<file path="config.mk">
export PLATFORM = sky130hd
export DESIGN_NAME = rtttl_note_parser_flat
export DESIGN_NICKNAME = d
export VERILOG_FILES = /design/src/hdl/rtnp_pkg.sv /design/src/hdl/rtnp_char_if.sv /design/src/hdl/rtnp_note_if.sv /design/src/hdl/rtnp_parser.sv /design/src/hdl/rtnp_divider.sv /design/src/hdl/rtttl_note_parser.sv /design/src/flat_wrapper.sv
export SDC_FILE = /design/constraint.sdc
export NUM_CORES = 1
export LEC_CHECK = 0
export BUFFER_PORTS_ARGS = -buffer_cell sky130_fd_sc_hd__buf_4
export CAP_MARGIN = 20
export CELL_PAD_IN_SITES_DETAIL_PLACEMENT = 0
export CELL_PAD_IN_SITES_GLOBAL_PLACEMENT = 1
export CORE_ASPECT_RATIO = 0.6
export CORE_MARGIN = 8
export CORE_UTILIZATION = 49
export CTS_BUF_LIST = sky130_fd_sc_hd__clkbuf_8
export DETAILED_ROUTE_END_ITERATION = 8
export PLACE_DENSITY = 0.88
export SYNTH_ARGS = -nofsm -noshare
export SYNTH_HDL_FRONTEND = slang
export SYNTH_SLANG_ARGS = --single-unit
</file>
<file path="constraint.sdc">
create_clock -name clk -period 3.8 [get_ports clk]
set_input_delay 0.38 -clock clk [delete_from_list [all_inputs] [get_ports clk]]
set_output_delay 0.38 -clock clk [all_outputs]
set_load 0.03 [all_outputs]
</file>
<file path="src/hdl/rtnp_pkg.sv">
// rtnp_pkg: shared types, constants and lookup functions for the ring-tone note parser.
// Used by every file under hdl; depends on nothing.
`timescale 1ns / 1ps

package rtnp_pkg;

    // Field widths
    localparam int CHAR_W      = 8;
    localparam int DIV_W       = 8;   // note length divisor, saturates at 255
    localparam int DEF_DIV_W   = 7;
    localparam int OCT_W       = 4;
    localparam int WHOLE_W     = 18;
    localparam int FREQ_W      = 16;
    localparam int LEN_W       = 19;
    localparam int HZ_W        = 9;   // base plus sharp offset, at most 247
    localparam int CFG_IDX_W   = 2;
    localparam int CFG_DATA_W  = 18;

    localparam int BASE_OCTAVE = 3;
    localparam int DIV_STEPS   = WHOLE_W;
    localparam int STEP_CNT_W  = $clog2(DIV_STEPS);

    // Register indexes
    localparam logic [CFG_IDX_W-1:0] CFG_DEFAULT_LENGTH_DIV = 2'd0;
    localparam logic [CFG_IDX_W-1:0] CFG_DEFAULT_OCTAVE_NUM = 2'd1;
    localparam logic [CFG_IDX_W-1:0] CFG_WHOLE_NOTE_MS      = 2'd2;

    // Reset values of the registers
    localparam logic [DEF_DIV_W-1:0] DEFAULT_LENGTH_DIV_RST = 7'd4;
    localparam logic [OCT_W-1:0]     DEFAULT_OCTAVE_NUM_RST = 4'd4;
    localparam logic [WHOLE_W-1:0]   WHOLE_NOTE_MS_RST      = 18'd3809;

    // Characters
    localparam logic [CHAR_W-1:0] CH_COMMA = 8'h2C;
    localparam logic [CHAR_W-1:0] CH_SHARP = 8'h23;
    localparam logic [CHAR_W-1:0] CH_DOT   = 8'h2E;
    localparam logic [CHAR_W-1:0] CH_ZERO  = 8'h30;
    localparam logic [CHAR_W-1:0] CH_NINE  = 8'h39;
    localparam logic [CHAR_W-1:0] CH_UP_A  = 8'h41;
    localparam logic [CHAR_W-1:0] CH_UP_Z  = 8'h5A;
    localparam logic [CHAR_W-1:0] CASE_GAP = 8'h20;

    typedef enum logic [2:0] {
        PH_IDLE   = 3'd0,
        PH_DUR    = 3'd1,
        PH_LETTER = 3'd2,
        PH_SHARP  = 3'd3,
        PH_DOT    = 3'd4,
        PH_OCT    = 3'd5,
        PH_DONE   = 3'd6
    } phase_t;

    typedef enum logic [1:0] {
        SEQ_IDLE,
        SEQ_DIV,
        SEQ_FIN
    } seq_state_t;

    typedef enum logic [3:0] {
        NOTE_P    = 4'd0,
        NOTE_C    = 4'd1,
        NOTE_D    = 4'd2,
        NOTE_E    = 4'd3,
        NOTE_F    = 4'd4,
        NOTE_G    = 4'd5,
        NOTE_A    = 4'd6,
        NOTE_B    = 4'd7,
        NOTE_NONE = 4'd8
    } note_code_t;

    // Resolved note handed from the parser to the sequencer
    typedef struct packed {
        logic [2:0]       code;
        logic             sharp;
        logic             dot;
        logic [OCT_W-1:0] octave;
        logic [DIV_W-1:0] divisor;   // never zero
    } note_req_t;

    function automatic note_code_t letter_code(input logic [CHAR_W-1:0] c);
        logic [CHAR_W-1:0] lc;
        note_code_t        code;
        lc = (c >= CH_UP_A && c <= CH_UP_Z) ? c + CASE_GAP : c;
        unique case (lc)
            8'h70:   code = NOTE_P;
            8'h63:   code = NOTE_C;
            8'h64:   code = NOTE_D;
            8'h65:   code = NOTE_E;
            8'h66:   code = NOTE_F;
            8'h67:   code = NOTE_G;
            8'h61:   code = NOTE_A;
            8'h62:   code = NOTE_B;
            default: code = NOTE_NONE;
        endcase
        return code;
    endfunction

    // Frequency at the base octave, sharp offset included
    function automatic logic [HZ_W-1:0] note_hz(input logic [2:0] code, input logic sharp);
        logic [HZ_W-1:0] base;
        logic [HZ_W-1:0] ofs;
        unique case (code)
            3'd1:    begin base = 9'd131; ofs = 9'd8;  end
            3'd2:    begin base = 9'd147; ofs = 9'd9;  end
            3'd3:    begin base = 9'd165; ofs = 9'd0;  end
            3'd4:    begin base = 9'd175; ofs = 9'd10; end
            3'd5:    begin base = 9'd196; ofs = 9'd12; end
            3'd6:    begin base = 9'd220; ofs = 9'd13; end
            3'd7:    begin base = 9'd247; ofs = 9'd0;  end
            default: begin base = 9'd0;   ofs = 9'd0;  end
        endcase
        return sharp ? base + ofs : base;
    endfunction

endpackage

</file>
<file path="src/hdl/rtnp_char_if.sv">
// rtnp_char_if: character channel, one tune character per transfer.
// Depends on rtnp_pkg for widths.
`timescale 1ns / 1ps

interface rtnp_char_if;
    logic                         valid;
    logic                         ready;
    logic [rtnp_pkg::CHAR_W-1:0]  char_code;
    logic                         end_of_tune;

    modport source (output valid, output char_code, output end_of_tune, input ready);
    modport sink   (input valid, input char_code, input end_of_tune, output ready);
endinterface

</file>
<file path="src/hdl/rtnp_note_if.sv">
// rtnp_note_if: note channel, one parsed note per transfer.
// Depends on rtnp_pkg for widths.
`timescale 1ns / 1ps

interface rtnp_note_if;
    logic                         valid;
    logic                         ready;
    logic [rtnp_pkg::FREQ_W-1:0]  frequency_hz;
    logic [rtnp_pkg::LEN_W-1:0]   length_ms;
    logic                         rest_flag;
    logic [rtnp_pkg::OCT_W-1:0]   octave_used;

    modport source (output valid, output frequency_hz, output length_ms,
                    output rest_flag, output octave_used, input ready);
    modport sink   (input valid, input frequency_hz, input length_ms,
                    input rest_flag, input octave_used, output ready);
endinterface

</file>
<file path="src/hdl/rtnp_parser.sv">
// rtnp_parser: character-level note grammar; holds the partial note between characters.
// Depends on rtnp_pkg.
`timescale 1ns / 1ps

module rtnp_parser
(
    input  logic                                clk,
    input  logic                                rst_n,
    input  logic                                take,
    input  logic [rtnp_pkg::CHAR_W-1:0]         char_code,
    input  logic                                end_of_tune,
    input  logic [rtnp_pkg::DEF_DIV_W-1:0]      default_length_div,
    input  logic [rtnp_pkg::OCT_W-1:0]          default_octave_num,
    output logic                                fire,
    output rtnp_pkg::note_req_t                 note
);

    rtnp_pkg::phase_t                phase_reg,  phase_next;
    logic [rtnp_pkg::DIV_W-1:0]      accum_reg,  accum_next;
    logic [2:0]                      code_reg,   code_next;
    logic                            sharp_reg,  sharp_next;
    logic                            dot_reg,    dot_next;
    logic [rtnp_pkg::DIV_W-1:0]      len_div_reg, len_div_next;
    logic [rtnp_pkg::OCT_W-1:0]      octave_reg, octave_next;

    logic                            is_digit;
    logic [3:0]                      digit;
    rtnp_pkg::note_code_t            lc;
    logic [11:0]                     accum_sum;
    logic [7:0]                      oct_sum;
    logic                            drop;
    logic [rtnp_pkg::DIV_W-1:0]      div_pick;

    assign is_digit  = (char_code >= rtnp_pkg::CH_ZERO) && (char_code <= rtnp_pkg::CH_NINE);
    assign digit     = is_digit ? 4'(char_code - rtnp_pkg::CH_ZERO) : 4'd0;
    assign lc        = rtnp_pkg::letter_code(char_code);
    assign accum_sum = 12'(accum_reg) * 12'd10 + 12'(digit);
    assign oct_sum   = ((phase_reg == rtnp_pkg::PH_OCT) ? 8'(octave_reg) : 8'd0) * 8'd10
                       + 8'(digit);

    always_comb
    begin
        phase_next   = phase_reg;
        accum_next   = accum_reg;
        code_next    = code_reg;
        sharp_next   = sharp_reg;
        dot_next     = dot_reg;
        len_div_next = len_div_reg;
        octave_next  = octave_reg;
        fire         = 1'b0;
        drop         = 1'b0;

        priority if (char_code == rtnp_pkg::CH_COMMA)
        begin
            if (phase_reg >= rtnp_pkg::PH_LETTER)
                fire = 1'b1;
            else
                drop = 1'b1;
        end
        else if (phase_reg <= rtnp_pkg::PH_DUR)
        begin
            if (is_digit)
            begin
                accum_next = (accum_sum > 12'd255) ? 8'd255 : accum_sum[7:0];
                phase_next = rtnp_pkg::PH_DUR;
            end
            else if (lc != rtnp_pkg::NOTE_NONE)
            begin
                code_next    = lc[2:0];
                len_div_next = accum_reg;
                accum_next   = '0;
                phase_next   = rtnp_pkg::PH_LETTER;
            end
        end
        else if (char_code == rtnp_pkg::CH_SHARP && phase_reg == rtnp_pkg::PH_LETTER)
        begin
            sharp_next = 1'b1;
            phase_next = rtnp_pkg::PH_SHARP;
        end
        else if (char_code == rtnp_pkg::CH_DOT &&
                 (phase_reg == rtnp_pkg::PH_LETTER || phase_reg == rtnp_pkg::PH_SHARP))
        begin
            dot_next   = 1'b1;
            phase_next = rtnp_pkg::PH_DOT;
        end
        else if (char_code == rtnp_pkg::CH_DOT && phase_reg == rtnp_pkg::PH_OCT && !dot_reg)
        begin
            dot_next   = 1'b1;
            phase_next = rtnp_pkg::PH_DONE;
        end
        else if (is_digit && phase_reg >= rtnp_pkg::PH_LETTER && phase_reg <= rtnp_pkg::PH_OCT)
        begin
            octave_next = (oct_sum > 8'd15) ? 4'd15 : oct_sum[3:0];
            phase_next  = rtnp_pkg::PH_OCT;
        end
        else
        begin
            // drop spaces, stray bytes and misplaced marks
        end

        // end mark flushes a pending note after the character itself
        if (end_of_tune && phase_next >= rtnp_pkg::PH_LETTER)
            fire = 1'b1;
    end

    // Resolve defaults on the post-character state
    always_comb
    begin
        div_pick = (len_div_next != '0) ? len_div_next : 8'(default_length_div);
        note.code    = code_next;
        note.sharp   = sharp_next;
        note.dot     = dot_next;
        note.octave  = (phase_next >= rtnp_pkg::PH_OCT) ? octave_next : default_octave_num;
        note.divisor = (div_pick == '0) ? 8'd1 : div_pick;
    end

    always_ff @(posedge clk or negedge rst_n)
    begin
        if (!rst_n)
        begin
            phase_reg   <= rtnp_pkg::PH_IDLE;
            accum_reg   <= '0;
            code_reg    <= '0;
            sharp_reg   <= 1'b0;
            dot_reg     <= 1'b0;
            len_div_reg <= '0;
            octave_reg  <= '0;
        end
        else if (take)
        begin
            if (fire || drop || end_of_tune)
            begin
                phase_reg   <= rtnp_pkg::PH_IDLE;
                accum_reg   <= '0;
                code_reg    <= '0;
                sharp_reg   <= 1'b0;
                dot_reg     <= 1'b0;
                len_div_reg <= '0;
                octave_reg  <= '0;
            end
            else
            begin
                phase_reg   <= phase_next;
                accum_reg   <= accum_next;
                code_reg    <= code_next;
                sharp_reg   <= sharp_next;
                dot_reg     <= dot_next;
                len_div_reg <= len_div_next;
                octave_reg  <= octave_next;
            end
        end
    end

endmodule

</file>
<file path="src/hdl/rtnp_divider.sv">
// rtnp_divider: restoring divider, one quotient bit per cycle.
// Depends on rtnp_pkg.
`timescale 1ns / 1ps

module rtnp_divider
(
    input  logic                                clk,
    input  logic                                rst_n,
    input  logic                                start,
    input  logic [rtnp_pkg::WHOLE_W-1:0]        dividend,
    input  logic [rtnp_pkg::DIV_W-1:0]          divisor,
    output logic                                done,
    output logic [rtnp_pkg::WHOLE_W-1:0]        quotient
);

    logic                                busy_reg,  busy_next;
    logic [rtnp_pkg::STEP_CNT_W-1:0]     cnt_reg,   cnt_next;
    logic [rtnp_pkg::DIV_W-1:0]          rem_reg,   rem_next;
    logic [rtnp_pkg::WHOLE_W-1:0]        quo_reg,   quo_next;
    logic [rtnp_pkg::DIV_W-1:0]          dsr_reg,   dsr_next;
    logic                                done_reg,  done_next;

    logic [rtnp_pkg::DIV_W:0]            shifted;
    logic [rtnp_pkg::DIV_W:0]            trial;
    logic                                fits;

    assign shifted = {rem_reg, quo_reg[rtnp_pkg::WHOLE_W-1]};
    assign trial   = shifted - {1'b0, dsr_reg};
    assign fits    = shifted >= {1'b0, dsr_reg};

    always_comb
    begin
        busy_next = busy_reg;
        cnt_next  = cnt_reg;
        rem_next  = rem_reg;
        quo_next  = quo_reg;
        dsr_next  = dsr_reg;
        if (start)
        begin
            busy_next = 1'b1;
            cnt_next  = '0;
            rem_next  = '0;
            quo_next  = dividend;
            dsr_next  = divisor;
        end
        else if (busy_reg)
        begin
            rem_next = fits ? trial[rtnp_pkg::DIV_W-1:0] : shifted[rtnp_pkg::DIV_W-1:0];
            quo_next = {quo_reg[rtnp_pkg::WHOLE_W-2:0], fits};
            cnt_next = cnt_reg + 1'b1;
            if (cnt_reg == rtnp_pkg::STEP_CNT_W'(rtnp_pkg::DIV_STEPS - 1))
                busy_next = 1'b0;
        end
        // quotient register holds the full result the cycle after the last step
        done_next = busy_reg && !busy_next && !start;
    end

    always_ff @(posedge clk or negedge rst_n)
    begin
        if (!rst_n)
        begin
            busy_reg <= 1'b0;
            cnt_reg  <= '0;
            done_reg <= 1'b0;
        end
        else
        begin
            busy_reg <= busy_next;
            cnt_reg  <= cnt_next;
            done_reg <= done_next;
        end
    end

    always_ff @(posedge clk)
    begin
        rem_reg <= rem_next;
        quo_reg <= quo_next;
        dsr_reg <= dsr_next;
    end

    assign quotient = quo_reg;
    assign done     = done_reg;

endmodule

</file>
<file path="src/hdl/rtttl_note_parser.sv">
// rtttl_note_parser: top level; config registers, parser, length divider and note sequencer.
// Depends on rtnp_pkg, rtnp_char_if, rtnp_note_if, rtnp_parser, rtnp_divider.
//
//   port       dir  kind        contents
//   char_in    in   valid/ready char_code, end_of_tune
//   note_out   out  valid/ready frequency_hz, length_ms, rest_flag, octave_used
//   cfg_*      in   write only  cfg_we, cfg_index, cfg_data
//
// A character that completes no note does not stall the input. A character that ends a
// note is taken, then its length is divided bit-serially, the divider raises its done
// flag, and the sequencer adds the dot extension, shifts the frequency and loads the
// result register; the next character is taken only after that.
// No clearing pass after reset; characters are taken as soon as reset is released.
// A waiting result stalls the block only once the next note is ready to be loaded.
`timescale 1ns / 1ps

module rtttl_note_parser
(
    input  logic                                clk,
    input  logic                                rst_n,
    rtnp_char_if.sink                           char_in,
    rtnp_note_if.source                         note_out,
    input  logic                                cfg_we,
    input  logic [rtnp_pkg::CFG_IDX_W-1:0]      cfg_index,
    input  logic [rtnp_pkg::CFG_DATA_W-1:0]     cfg_data
);

    logic [rtnp_pkg::DEF_DIV_W-1:0]  def_div_reg;
    logic [rtnp_pkg::OCT_W-1:0]      def_oct_reg;
    logic [rtnp_pkg::WHOLE_W-1:0]    whole_reg;

    rtnp_pkg::seq_state_t            state_reg, state_next;
    rtnp_pkg::note_req_t             note_reg,  note_next;
    rtnp_pkg::note_req_t             parsed;
    logic                            fire;
    logic                            take;
    logic                            div_start;
    logic                            div_done;
    logic [rtnp_pkg::WHOLE_W-1:0]    quotient;

    logic                            out_valid_reg, out_valid_next;
    logic [rtnp_pkg::FREQ_W-1:0]     freq_reg,  freq_next;
    logic [rtnp_pkg::LEN_W-1:0]      len_reg,   len_next;
    logic                            rest_reg,  rest_next;
    logic [rtnp_pkg::OCT_W-1:0]      oct_reg,   oct_next;

    logic [rtnp_pkg::HZ_W-1:0]       hz;
    logic [rtnp_pkg::HZ_W+14:0]      hz_up;
    logic [rtnp_pkg::FREQ_W-1:0]     freq_calc;
    logic                            slot_free;

    always_ff @(posedge clk or negedge rst_n)
    begin
        if (!rst_n)
        begin
            def_div_reg <= rtnp_pkg::DEFAULT_LENGTH_DIV_RST;
            def_oct_reg <= rtnp_pkg::DEFAULT_OCTAVE_NUM_RST;
            whole_reg   <= rtnp_pkg::WHOLE_NOTE_MS_RST;
        end
        else if (cfg_we)
        begin
            unique case (cfg_index)
                rtnp_pkg::CFG_DEFAULT_LENGTH_DIV: def_div_reg <= cfg_data[rtnp_pkg::DEF_DIV_W-1:0];
                rtnp_pkg::CFG_DEFAULT_OCTAVE_NUM: def_oct_reg <= cfg_data[rtnp_pkg::OCT_W-1:0];
                rtnp_pkg::CFG_WHOLE_NOTE_MS:      whole_reg   <= cfg_data[rtnp_pkg::WHOLE_W-1:0];
                default: ;
            endcase
        end
    end

    assign char_in.ready = (state_reg == rtnp_pkg::SEQ_IDLE);
    assign take          = char_in.valid && char_in.ready;

    rtnp_parser u_parser
    (
        .clk                (clk),
        .rst_n              (rst_n),
        .take               (take),
        .char_code          (char_in.char_code),
        .end_of_tune        (char_in.end_of_tune),
        .default_length_div (def_div_reg),
        .default_octave_num (def_oct_reg),
        .fire               (fire),
        .note               (parsed)
    );

    assign div_start = take && fire;

    rtnp_divider u_divider
    (
        .clk      (clk),
        .rst_n    (rst_n),
        .start    (div_start),
        .dividend (whole_reg),
        .divisor  (parsed.divisor),
        .done     (div_done),
        .quotient (quotient)
    );

    assign slot_free = !out_valid_reg || note_out.ready;

    // Frequency: base-octave value shifted by the octave distance, saturated
    always_comb
    begin
        hz    = rtnp_pkg::note_hz(note_reg.code, note_reg.sharp);
        hz_up = '0;
        if (note_reg.octave >= rtnp_pkg::OCT_W'(rtnp_pkg::BASE_OCTAVE))
        begin
            hz_up = (rtnp_pkg::HZ_W + 15)'(hz)
                    << (note_reg.octave - rtnp_pkg::OCT_W'(rtnp_pkg::BASE_OCTAVE));
            freq_calc = (hz_up > (rtnp_pkg::HZ_W + 15)'(16'hFFFF)) ? 16'hFFFF
                        : hz_up[rtnp_pkg::FREQ_W-1:0];
        end
        else
        begin
            freq_calc = rtnp_pkg::FREQ_W'(hz >> (rtnp_pkg::OCT_W'(rtnp_pkg::BASE_OCTAVE)
                                                 - note_reg.octave));
        end
    end

    always_comb
    begin
        state_next     = state_reg;
        note_next      = note_reg;
        out_valid_next = out_valid_reg;
        freq_next      = freq_reg;
        len_next       = len_reg;
        rest_next      = rest_reg;
        oct_next       = oct_reg;

        if (out_valid_reg && note_out.ready)
            out_valid_next = 1'b0;

        unique case (state_reg)
            rtnp_pkg::SEQ_IDLE:
            begin
                if (div_start)
                begin
                    note_next  = parsed;
                    state_next = rtnp_pkg::SEQ_DIV;
                end
            end
            rtnp_pkg::SEQ_DIV:
            begin
                if (div_done)
                    state_next = rtnp_pkg::SEQ_FIN;
            end
            rtnp_pkg::SEQ_FIN:
            begin
                // hold until the output register is free
                if (slot_free)
                begin
                    out_valid_next = 1'b1;
                    freq_next      = freq_calc;
                    len_next       = rtnp_pkg::LEN_W'(quotient)
                                     + (note_reg.dot ? rtnp_pkg::LEN_W'(quotient >> 1)
                                                     : '0);
                    rest_next      = (note_reg.code == 3'(rtnp_pkg::NOTE_P));
                    oct_next       = note_reg.octave;
                    state_next     = rtnp_pkg::SEQ_IDLE;
                end
            end
            default: state_next = rtnp_pkg::SEQ_IDLE;
        endcase
    end

    always_ff @(posedge clk or negedge rst_n)
    begin
        if (!rst_n)
        begin
            state_reg     <= rtnp_pkg::SEQ_IDLE;
            out_valid_reg <= 1'b0;
        end
        else
        begin
            state_reg     <= state_next;
            out_valid_reg <= out_valid_next;
        end
    end

    always_ff @(posedge clk)
    begin
        note_reg <= note_next;
        freq_reg <= freq_next;
        len_reg  <= len_next;
        rest_reg <= rest_next;
        oct_reg  <= oct_next;
    end

    assign note_out.valid        = out_valid_reg;
    assign note_out.frequency_hz = freq_reg;
    assign note_out.length_ms    = len_reg;
    assign note_out.rest_flag    = rest_reg;
    assign note_out.octave_used  = oct_reg;

endmodule
</file>
<file path="src/flat_wrapper.sv">
// flat-port wrapper written by rule: the top's interface ports become plain ports
module rtttl_note_parser_flat 
  (clk, rst_n, cfg_we, cfg_index, cfg_data, char_in_valid, char_in_char_code, char_in_end_of_tune, char_in_ready, note_out_valid, note_out_frequency_hz, note_out_length_ms, note_out_rest_flag, note_out_octave_used, note_out_ready);
  rtnp_char_if char_in_i ();
  rtnp_note_if note_out_i ();
  input  logic clk;
  input  logic rst_n;
  input  logic cfg_we;
  input  logic [rtnp_pkg::CFG_IDX_W-1:0] cfg_index;
  input  logic [rtnp_pkg::CFG_DATA_W-1:0] cfg_data;
  input wire logic [$bits(char_in_i.valid)-1:0] char_in_valid;
  input wire logic [$bits(char_in_i.char_code)-1:0] char_in_char_code;
  input wire logic [$bits(char_in_i.end_of_tune)-1:0] char_in_end_of_tune;
  output wire logic [$bits(char_in_i.ready)-1:0] char_in_ready;
  output wire logic [$bits(note_out_i.valid)-1:0] note_out_valid;
  output wire logic [$bits(note_out_i.frequency_hz)-1:0] note_out_frequency_hz;
  output wire logic [$bits(note_out_i.length_ms)-1:0] note_out_length_ms;
  output wire logic [$bits(note_out_i.rest_flag)-1:0] note_out_rest_flag;
  output wire logic [$bits(note_out_i.octave_used)-1:0] note_out_octave_used;
  input wire logic [$bits(note_out_i.ready)-1:0] note_out_ready;
  assign char_in_i.valid = char_in_valid;
  assign char_in_i.char_code = char_in_char_code;
  assign char_in_i.end_of_tune = char_in_end_of_tune;
  assign char_in_ready = char_in_i.ready;
  assign note_out_valid = note_out_i.valid;
  assign note_out_frequency_hz = note_out_i.frequency_hz;
  assign note_out_length_ms = note_out_i.length_ms;
  assign note_out_rest_flag = note_out_i.rest_flag;
  assign note_out_octave_used = note_out_i.octave_used;
  assign note_out_i.ready = note_out_ready;
  rtttl_note_parser u_core (.clk(clk), .rst_n(rst_n), .char_in(char_in_i), .note_out(note_out_i), .cfg_we(cfg_we), .cfg_index(cfg_index), .cfg_data(cfg_data));
endmodule
</file>
# Yosys cells after proc, flatten, opt, wreduce, memory -nomap -nowiden
# Cells that the tools add are included.
# W data, S select, Z words.
dict set report totals {
  register_bits 150
  inputBits 34
  output_inout_bits 42
  word_cells 197
}
dict set report classes {
  addsub 10
  multipliers 2
  n_lt_le_gt_ge 14
  eq_ne 31
  n_shift 2
  mux 75
  reduce_logical 37
}
# op n
set ops {}
lappend ops {{$mux W8} 14}
lappend ops {{$eq A8 B7 Y1 const B} 8}
lappend ops {{$pmux W8 S7} 1}
lappend ops {{$mux W4} 11}
lappend ops {{$mux W3} 14}
lappend ops {{$mux W18} 2}
lappend ops {{$mux W16} 2}
lappend ops {{$pmux W4 S8} 1}
lappend ops {{$eq A8 B6 Y1 const B} 3}
lappend ops {{$gt A24 B16 Y1 const B} 1}
lappend ops {{$shl A9 B4 Y24} 1}
lappend ops {{$mux W1} 21}
lappend ops {{$pmux W4 S5} 1}
lappend ops {{$add A18 B19 Y19} 1}
lappend ops {{$mux W17} 1}
lappend ops {{$shr A9 B4 Y16} 1}
lappend ops {{$eq A3 B3 Y1 const B} 5}
lappend ops {{$logic_and A1 B1 Y1} 14}
lappend ops {{$add A12 B4 Y12} 1}
lappend ops {{$eq A3 B2 Y1 const B} 4}
lappend ops {{$gt A12 B8 Y1 const B} 1}
lappend ops {{$mul A8 B3 Y11 const B} 1}
lappend ops {{$mux W5} 2}
lappend ops {{$reduce_and A2 Y1} 5}
lappend ops {{other kinds (40)} 55}

# Depth between registers and ports, before layout
# Gate-level depths: netlist of the first run.
dict set report logic_depth {
  depth_word 18
  depth_mapped 16
  ltp_nobuf 16
}

# By module
# From an unflattened synthesis of the first run, not the netlist that was laid out.
dict set report hier_totals {
  hier_cells 984
  hier_area_um2 10113.4
}
# module n_inst cells_per_inst area_each_um2 seq_area_each_um2
set by_module_without_submodules {}
lappend by_module_without_submodules {rtttl_note_parser 1 479 5242.5 2283.4}
lappend by_module_without_submodules {rtnp_parser 1 319 2727.6 700.7}
lappend by_module_without_submodules {rtnp_divider 1 186 2143.3 1116.1}

# Worst setup path after synthesis of the first run
# No wires, ideal clock.
dict set report synth_path {
  path_type {input -> register}
  start {in char_in_char_code[2]}
  end {reg u_core.note_reg[10] (netlist name) (data pin)}
  setup_ns 0.268
  t_arrival_ns 3.499
  required_time_ns 3.532
  path_slack_ns 0.033
  path_stages 16
  path_buffers 1
  path_cell_list {clkbuf_1 -> nor3_1 -> a31oi_1 -> o21ai_1 -> and3_1 -> and2_1 -> ha_1 -> inv_1 -> fa_1 -> nand2b_1 -> a211o_1 -> mux2i_1 -> a22oi_1 -> or4bb_1 -> nand4_1 -> o22ai_1}
}
# element line
set synth_rtl {}
lappend synth_rtl {{from (decl)} flat_wrapper.sv:12} ;# input wire logic [$bits(char_in_i.char_code)-1:0] char_in_char_code;
lappend synth_rtl {{to (signal assigned)} rtttl_note_parser.sv:183} ;# note_reg <= note_next;
lappend synth_rtl {{to (decl)} rtttl_note_parser.sv:33} ;# rtnp_pkg::note_req_t note_reg, note_next;

# Worst setup path after layout of the first run
dict set report layout_path {
  start {reg u_core.note_reg[15] (netlist name)}
  end {reg u_core.freq_reg, in the netlist u_core.note_out.frequency_hz[6] (data pin)}
}
dict set report layout_via {
  elab_chain_len 8
  word_cells_on_any_way 16
  classes_between {1 x add/sub; 1 x order compare; 7 x eq/ne; 2 x shift; 5 x mux}
}
# element line
set layout_rtl {}
lappend layout_rtl {{$eq A3 B3 Y1, or another cell as far along} rtnp_pkg.sv:102} ;# unique case (code)
lappend layout_rtl {{$pmux W8 S7 / $pmux W4 S5 (equally long branches)} rtnp_pkg.sv:102}
lappend layout_rtl {{$add A8 B4 Y9} rtnp_pkg.sv:112} ;# return sharp ? base + ofs : base;
lappend layout_rtl {{$mux W9 (*)} rtnp_pkg.sv:112}
lappend layout_rtl {{$shl A9 B4 Y24} rtttl_note_parser.sv:109} ;# hz_up = (rtnp_pkg::HZ_W + 15)'(hz)
lappend layout_rtl {{$gt A24 B16 Y1} rtttl_note_parser.sv:111} ;# freq_calc = (hz_up > (rtnp_pkg::HZ_W + 15)'(16'hFFFF)) ? 16'hFFFF
lappend layout_rtl {{$mux W16} rtttl_note_parser.sv:111}
lappend layout_rtl {{$mux W16 (*)} rtttl_note_parser.sv:107} ;# if (note_reg.octave >= rtnp_pkg::OCT_W'(rtnp_pkg::BASE_OCTAVE))
lappend layout_rtl {{net u_core.freq_calc (one bit)} rtttl_note_parser.sv:49} ;# logic [rtnp_pkg::FREQ_W-1:0] freq_calc;
lappend layout_rtl {{to (signal assigned)} rtttl_note_parser.sv:184} ;# freq_reg <= freq_next;
lappend layout_rtl {{to (decl)} rtttl_note_parser.sv:42} ;# logic [rtnp_pkg::FREQ_W-1:0] freq_reg, freq_next;
# Mark *: on every way through the listed nets, which the timed path passes. The rest lies on a longest branch.
# A chain may end at the register's enable or synchronous reset.

==> results, run 1 <==
- The flow ran to the end, and the final reports show no timing, DRC or antenna violations.
- The path class of the tightest hold or removal check is in2async.
- The cell seen most often among critical-path stages is buf_4.
- The reg-to-reg setup timing slack is 0.19 ns.
- After clock tree synthesis, the clock-pin slew on the worst setup and hold paths is 0.10 ns.
- The stage delay of the slowest cell on the critical path is around 0.58 ns.
- The number of antenna violations at the first check in global routing is 0.
- The count of final hold-check violations is 0.
- In this run the power spent charging and discharging nets is 2.03 mW.
- Data on the critical path arrives at its endpoint at 3.78 ns.
- In this run the remaining antenna-violating nets after routing total 0.
- Cell internal power was estimated by the tool at about 3.6 mW.
- In the final layout, the share of cells above drive strength 1 is 0.196.
- The first-pass GRT wire length is between 30,000 and 40,000 um.
- The first routing iteration left 784 violations.
- Of all flip-flops after synthesis, the portion carrying an async set or reset was 0.447.
- Once layout is complete, the cells apart from fillers number 1,355.
- In this run, CTS created clock tree buffers numbering 17.
- Headroom to the max-slew limit came out at 0.330.
- The area of the mapped netlist is between 0.009 and 0.01 mm2.
- The critical path in this run is classified as reg2reg.
- The clock group share of total power is 0.224.
- The critical path capture point type is a register.
- The synthesized design contains 150 register bits.
- The via count of the first global-routing pass is roughly 7,300.
- The floorplan step set the die height to 125 um.
- The primary flip-flop cell chosen by synthesis mapping is edfxtp_1.
- Global routing finished with a remaining overflow of 0.
- The chip width is between 150 and 200 um.
- The repair_antennas step left the layout with diodes totalling 0.
- The worst clock skew on the final layout is between 0.01 and 0.015 ns.
- The clock latency at the later pin of the worst-skew pair is approximately 0.46 ns.
- The sequential share of the synthesized area is 0.422.
- The number of DRC violations after detailed routing is 0.
- The full die area is around 0.025 mm2.
- Relative to the synthesized area, the layout overhead comes to 15.1%.
- The combinational share of power is 0.364.
- The critical path's slowest cell is edfxtp_1.
- Counting along the longest clock path gives a buffer depth of 2.
- For the pin with the worst max-slew slack, the measured transition is 1.00 ns.
- The mean post-synth cell area is 9.95 um2.
- The final cycle utilization of the critical path is 0.949.
- The register share of total power is 0.412.
- The worst reg2reg path startpoint is u_core.note_reg[15].
- The standard cell core area is approximately 0.020 mm2.
- The number of buffer cells added on primary ports is 75.
- For this run, the top clock speed supported by timing is about 280 MHz.
- Yosys printed 0 warnings.
- The initialized floorplan defines 40 standard-cell rows.
- Entering global routing, the biggest net connects 68 pins.
- The clock tree from TritonCTS is yes.
- For this run, the share of the core covered by cells in the final layout is 0.567.
- Traced cell by cell, the critical path runs through xor2_1 -> a21oi_1 -> ha_1 -> fa_1 -> mux2i_1 -> nand2_1 -> a221oi_1 -> o211ai_1 -> buf_4 -> buf_4 -> o21ai_1 -> o221ai_1.
- The number of top-level design ports is 76.
- For this block, the routed nets add up to between 20,000 and 25,000 um of wire.
- The final-report max-slew violation count was 0.
- After clock tree synthesis, the flow added hold-fix buffers numbering 0.
- Setup violations remaining at the end of the flow were counted as 0.
- The final net count is 1,165.
- The register with the most flip-flops in the layout has 19 of them.
- The final HPWL from detailed placement is 18,300 um.
- In this run, distinct cell masters in the synthesized netlist total 80.
- The clock tree root buffer cell is clkbuf_8.
- For this design, the sink count on the clock tree is 150.
- The area occupied by registers is a little over 0.004 mm2.
- STA puts the critical path data required time at 3.98 ns.
- The end of the worst register-to-register path is u_core.note_out.frequency_hz[6].
- The net count of the mapped netlist is around 1,100.
- Synthesis produced 976 cells.
- The global placer's final weighted congestion is 0.958.
- Detailed routing inserted a total of 7,963 vias.
- The first-pass detailed-route iteration total is 5.
- The H-tree was split into 4 levels.
- The number of max-cap violations is 0.
- In this run, synthesis inferred 75 flip-flops with an integrated enable.
- After detailed routing, the number of vias per cell comes to between 5 and 6.
- The clock period minus final worst setup slack is 3.61 ns.
- Setup repair after global routing left no endpoint under its margin.
- Dividing the detail-routed wire length by the instance count gives about 18 um.
- Across every metal layer, demand over resource in global routing totals 0.194.
- The maximum resistive drop on vdd is 0.245 mV.
- The number of cells in the design after placement is 1,318.
- The sort of element at the start of the critical path is a register.
- The proportion of total power due to net switching is 0.364.
- For this design the ratio of total power to cell area is 500 mW/mm2.
- The initial core utilization is 0.493.
- The maximum fanout along the worst path is 12.
- The layout filler cell count is 1,754.
- Counting cells, the worst reg-to-reg path comes to 12.
- The cell leakage power is 4.75 nW.
- The multi-input combinational cells in the finished layout cover a total of 0.00527 mm2.
worst max-delay path: cells and delay by family (launching register included):
kind	cells	cell delay (ns)
compound gates	5	1.19
fa+ha+maj	2	0.65
flops	1	0.58
buf+inv	2	0.32
xor+xnor	1	0.23
mux	1	0.22
simple gates	1	0.14
through the flow:
stage | setup slack [ns] | cell area (um2) | TNS [ns] | power, mW | hold WS (ns)
2_1_floorplan | 0.0332 | 9710 | 0 | 3.82 | 0.0844
3_3_place_gp | 0.0956 | 10700 | 0 | 4.28 | 0.485
3_5_place_dp | -0.0326 | 10700 | -0.0326 | 4.35 | 0.487
4_1_cts | 0.101 | 11100 | 0 | 5.60 | 0.0453
5_1_grt | 0.00468 | 11200 | 0 | 5.96 | 0.0595
6_report | 0.195 | 11200 | 0 | 5.59 | 0.0193
cell type report:
class	count	area share
inverters	55	0.0185
repair buffers	115	0.0772
clock inverters	15	0.0147
well taps	273	0.0305
multi-input cells	730	0.472
clock buffers	17	0.0209
flip-flops and latches	150	0.367
kinds of logic (layout without fill, tap and decap cells):
group,Yosys count,after routing,share of synthesized area
and+or+nand+nor,323,323,0.170
AOI/OAI and AO/OA,242,242,0.173
DFF,150,150,0.422
buffers and inverters,96,202,0.0375
adders and majority gates,68,68,0.0914
muxes,64,64,0.0748
xor gates and xnor gates,33,33,0.0313
power groups by stage:
stage | sequential [mW] | combinational (mW) | clock, mW
after floorplan | 2.25 | 1.57 | 0
after global placement | 2.32 | 1.95 | 0
after detailed placement | 2.33 | 2.01 | 0
after CTS | 2.30 | 2.02 | 1.27
after global routing | 2.34 | 2.27 | 1.35
final | 2.30 | 2.04 | 1.25
worst max path at each step:
stage | start | slack (ns) | endpoint | depth (start not counted)
after floorplan | char_in_char_code[2] | 0.03 | u_core.note_reg[10] | 16
after global placement | char_in_char_code[2] | 0.1 | u_core.note_reg[10] | 16
after detailed placement | char_in_char_code[2] | -0.03 | u_core.note_reg[10] | 16
after CTS | u_core.note_reg[14] | 0.10 | u_core.note_out.frequency_hz[13] | 10
after global routing | u_core.note_reg[15] | 0.005 | u_core.note_out.frequency_hz[6] | 12
final | u_core.note_reg[15] | 0.19 | u_core.note_out.frequency_hz[6] | 12
timing repair:
action	in CTS	in global routing
buffers inserted	0	5
resized for setup	0	1
endpoints found under the setup margin	0	10
layer usage:
layer  share of wire  GRT usage  vias up
met5               0          0        -
met4          0.0077     0.0337        0
met3           0.076     0.0504       13
met2            0.40      0.260      270
met1            0.52      0.307     3872
li1                -          -     3808
cells in the mapped netlist (13+ instances only):
cell type	number	area [um2]
a21oi_1	43	215
and2_1	23	144
clkbuf_1	34	128
dfrtp_1	58	1450
edfxtp_1	75	2250
ha_1	55	688
inv_1	54	203
mux2_1	15	169
mux2_2	30	338
mux2i_1	16	160
nand2_1	73	274
nand2b_1	14	87.6
nand3_1	27	135
nor2_1	78	293
nor3_1	29	145
o211ai_1	13	97.6
o21a_1	14	105
o21ai_0	35	175
xnor2_1	20	175
cell usage in the layout, fill, tap and decap left out, types with 20 or more instances in the layout:
cell type	netlist	routed
and2_1	23	23
nor3_1	29	29
ha_1	55	55
nand2_1	73	73
buf_4	0	115
edfxtp_1	75	75
mux2_2	30	30
nand3_1	27	27
a21oi_1	43	43
inv_1	54	54
o21ai_0	35	35
dfrtp_1	58	58
xnor2_1	20	20
nor2_1	78	78
Note: power is estimated with default switching activity, not from simulation.
==> run 2, diff against run 1 <==
--- a/config.mk
+++ b/config.mk
@@ -11,10 +11,10 @@
 export CELL_PAD_IN_SITES_GLOBAL_PLACEMENT = 1
 export CORE_ASPECT_RATIO = 0.6
 export CORE_MARGIN = 8
-export CORE_UTILIZATION = 49
+export CORE_UTILIZATION = 45
 export CTS_BUF_LIST = sky130_fd_sc_hd__clkbuf_8
 export DETAILED_ROUTE_END_ITERATION = 8
-export PLACE_DENSITY = 0.88
+export PLACE_DENSITY = 0.86
 export SYNTH_ARGS = -nofsm -noshare
 export SYNTH_HDL_FRONTEND = slang
 export SYNTH_SLANG_ARGS = --single-unit
==> constraint.sdc (replaced) <==
create_clock -name clk -period 3.1 [get_ports clk]
set_input_delay 0.31 -clock clk [delete_from_list [all_inputs] [get_ports clk]]
set_output_delay 0.31 -clock clk [all_outputs]
set_load 0.03 [all_outputs]
==> run 2 against run 1 <==
  * The flow now finishes with violations (setup timing)
  * Combinational power grew 34%
  * Register-to-register slack lost 0.28 ns
  * Non-clock buffer count grew 87
  * Sequential power grew 23%
  * Power grew 30%
  * Global-route usage grew 0.37 points
  * Clock-buffer cell count is the same
==> results, run 2 (synthesized netlist as in run 1, its figures left out) <==
- The cell leakage power is 5.31 nW.
- At the worst endpoint, the required time is 3.30 ns.
- The post-route antenna net violation count is 0.
- In this run, placement finished with an instance count of 1,387.
- The clock latency at the later pin of the worst-skew pair is 0.46 ns.
- The peak clock frequency supported by timing is 314 MHz.
- Buffers placed on the I/O ports in this run total 75.
- The area after detailed placement is 0.0113 mm2.
- The number of max-cap violations is 0.
- The total of endpoints with negative setup slack in the final report is 15.
- The signal on the critical path passes through nand4b_1 -> buf_4 -> buf_4 -> buf_4 -> buf_4 -> buf_4 -> buf_4 -> buf_4 -> buf_4 -> xnor2_4 -> nor4b_2 -> a31o_2 -> or4bb_1 -> nand4_1 -> o22ai_1.
- STA classifies the critical path startpoint as a register.
- The clock tree from TritonCTS is yes.
- Of all nets on the critical path, the largest fanout is 3.
- The synthesis-to-layout area growth is 28.4%.
- The measured slew at the worst slew-check pin is 1.14 ns.
- At the end of the flow, the number of nets in the layout was 1,252.
- The clock group share of total power is 0.234.
- Dividing total power by cell area gives a power density of about 600 mW/mm2.
- The full die area is roughly 0.027 mm2.
- STA puts the critical path data arrival time at 3.39 ns.
- The family of cells with the greatest summed delay on the critical path is simple AND/OR/NAND/NOR gates.
- In the finished design, the share of the clock period the worst path needs comes to 1.03.
- Summed over all failing endpoints, the final setup total negative slack is -0.593 ns.
- The pre-CTS worst setup slack is -0.349 ns.
- The number of buffers on the longest clock path is 2.
- In this run the core area contains between 40 and 50 standard-cell rows.
- 0 antenna diodes ended up in the layout.
- The number of buffers created by CTS is 17.
- The count of buffering cells on the critical path with inverters included is 8.
- The internal power is 4.65 mW.
- After detailed routing, the number of remaining DRC violations is 0.
- The number of flip-flops in the largest register is 19.
- The final-report max-slew violation count is 0.
- In this run the vertical extent of the chip is 130 um.
- Measured along the x axis, the die boundary spans 206 um.
- After layout, the minimum clock period comes to 3.19 ns.
- The initial core utilization is 0.461.
- The final layout contains routed wiring with a total length of between 20,000 and 30,000 um.
- The global placer's final weighted congestion is 0.970.
- After clock tree synthesis, the clock-pin slew on the worst setup and hold paths is about 0.10 ns.
- The final HPWL from detailed placement is between 15,000 and 20,000 um.
- The proportion of total power due to net switching is 0.361.
- The maximum resistive drop on vdd is 0.410 mV.
- In this run, the number of DRC markers left after iteration 0 of detailed routing was 827.
- The checks that failed: setup timing.
- The maximum number of pins on one net before global-route repair is 68.
- Setup repair after global routing could not meet its margin everywhere.
- Across the routed clock network, the largest skew measured is 0.0175 ns.
- The number of antenna violations at the first check in global routing is 0.
- For this run the aggregate overflow at the end of global routing stands at 0.
- Excluding fillers, the count of instances in the completed layout stands at 1,448.
- The total number of clock tree sinks is 150.
- The area of all placed cells without fillers is about 0.012 mm2.
- The clock tree root buffer cell is clkbuf_8.
- The most common cell after layout, fill and taps aside is buf_4.
- The count of final hold-check violations is 0.
- The final cell utilization of the core is 0.591.
- The worst hold-check path type is in2reg.
- The first TritonRoute pass finished after 5 iterations.
- Summed over all nets, the switching power comes to ~2.6 mW.
- The share of total power dissipated in sequential elements is 0.389.
- The cell seen most often among critical-path stages is buf_4.
- In the layout the commonest cells are 189 x buf_4, 75 x edfxtp_1, 74 x nor2_1.
- The worst setup margin is -0.0891 ns.
- The flow ran to the end, but the final reports show violations.
- The fraction of final layout cells sized beyond drive strength 1 is 0.313.
- The stage delay of the slowest cell on the critical path is 0.49 ns.
- The standard cell core area is 0.0211 mm2.
- The combinational share of power is 0.377.
- The number of top-level design ports is 76.
- The via count of the first global-routing pass came to 7,850.
- The per-cell via count in the routed design is between 5 and 6.
- Dividing the detail-routed wire length by the instance count gives 18.4 um.
- The critical path is of the reg2reg type.
- The largest individual stage delay along the critical path comes from the cell or4bb_1.
- The worst setup path is captured at a register.
- The first global-routing pass estimated 42,600 um of wire.
- Headroom to the max-slew limit came out at 0.233.
- The global-route total usage across every layer is 0.198.
- The count of vias placed by the detailed router is 8,378.
- The total number of H-tree levels is 4.
[run 2: cell types whose count changed in the layout (fill, tap and decap cells not counted), moves of 4 or more]
cell / delta
a21oi_1: -4
o21ai_0: -4
ha_1: -6
nor3_4: +4
buf_4: +74
ha_4: +5
inv_2: +5
nand3_1: -4
buf_6: +9
inv_1: -6
nand2_1: -4
inv_8: +4
nor2_1: -4
nor3_1: -4
[run 2: through the flow]
| step | hold slack [ns] | total power, mW |
|---|---|---|
| 3_3_place_gp | 0.482 | 5.37 |
| 4_1_cts | 0.0408 | 7.19 |
| 5_1_grt | 0.0424 | 7.71 |
| 6_report | 0.0593 | 7.28 |
| 2_1_floorplan | 0.0144 | 4.68 |
| 3_5_place_dp | 0.488 | 5.45 |
[run 2: worst paths after layout]
check	from	endpoint	cells past startpoint	slack, ns
worst max-delay path	u_core.u_parser.phase_reg[1]	u_core.note_reg[10]	15	-0.09
worst min-delay path	cfg_data[5]	u_core.def_div_reg[5]	3	0.06
worst max register to register	u_core.u_parser.phase_reg[1]	u_core.note_reg[10]	15	-0.09
worst min register to register	u_core.whole_reg[16]	u_core.whole_reg[16]	1	0.52
max in group asynchronous	rst_n	u_core.u_divider.busy_reg	2	1.98
min in group asynchronous	rst_n	u_core.whole_reg[8]	2	0.52
[run 2: timing repair]
item | 4_1_cts | 5_1_grt
setup buffers | 26 | 4
gates cloned | 0 | 0
endpoints found under the hold margin | 35 | 0
pin swaps | 29 | 20
gates resized for setup | 53 | 44
hold buffers | 1 | 0
endpoints found under the setup margin | 24 | 27
[run 2: power by group through the flow]
stage          combinational [mW]  clock (mW)  sequential [mW]
5_1_grt                      3.02        1.82             2.87
3_5_place_dp                 2.59           0             2.86
4_1_cts                      2.64        1.72             2.83
3_3_place_gp                 2.52           0             2.85
6_report                     2.74        1.70             2.83
2_1_floorplan                1.93           0             2.75
[run 2: metal layers]
layer / track usage / up-vias / part of all wire
li1: - / 3991 / -
met3: 0.0366 / 18 / 0.075
met2: 0.278 / 309 / 0.42
met5: 0 / - / 0
met4: 0.0385 / 0 / 0.0086
met1: 0.309 / 4060 / 0.50
[run 2: worst register-to-register path: stages, from the launching register on]
cell and delay, ns:
dfrtp_1 0.43, nand4b_1 0.26, buf_4 0.18, buf_4 0.12, buf_4 0.12, buf_4 0.12, buf_4 0.12, buf_4 0.12
buf_4 0.11, buf_4 0.14, xnor2_4 0.13, nor4b_2 0.28, a31o_2 0.16, or4bb_1 0.49, nand4_1 0.09, o22ai_1 0.07
[run 2: area by class of cell]
cell class / instances / area, um2
fillers: 1723 / 8610
repair buffers: 202 / 1590
clock buffers: 17 / 234
clock inverters: 15 / 209
multi-input cells: 730 / 5780
inverters: 55 / 209
flip-flops and latches: 150 / 4100
well taps: 279 / 349
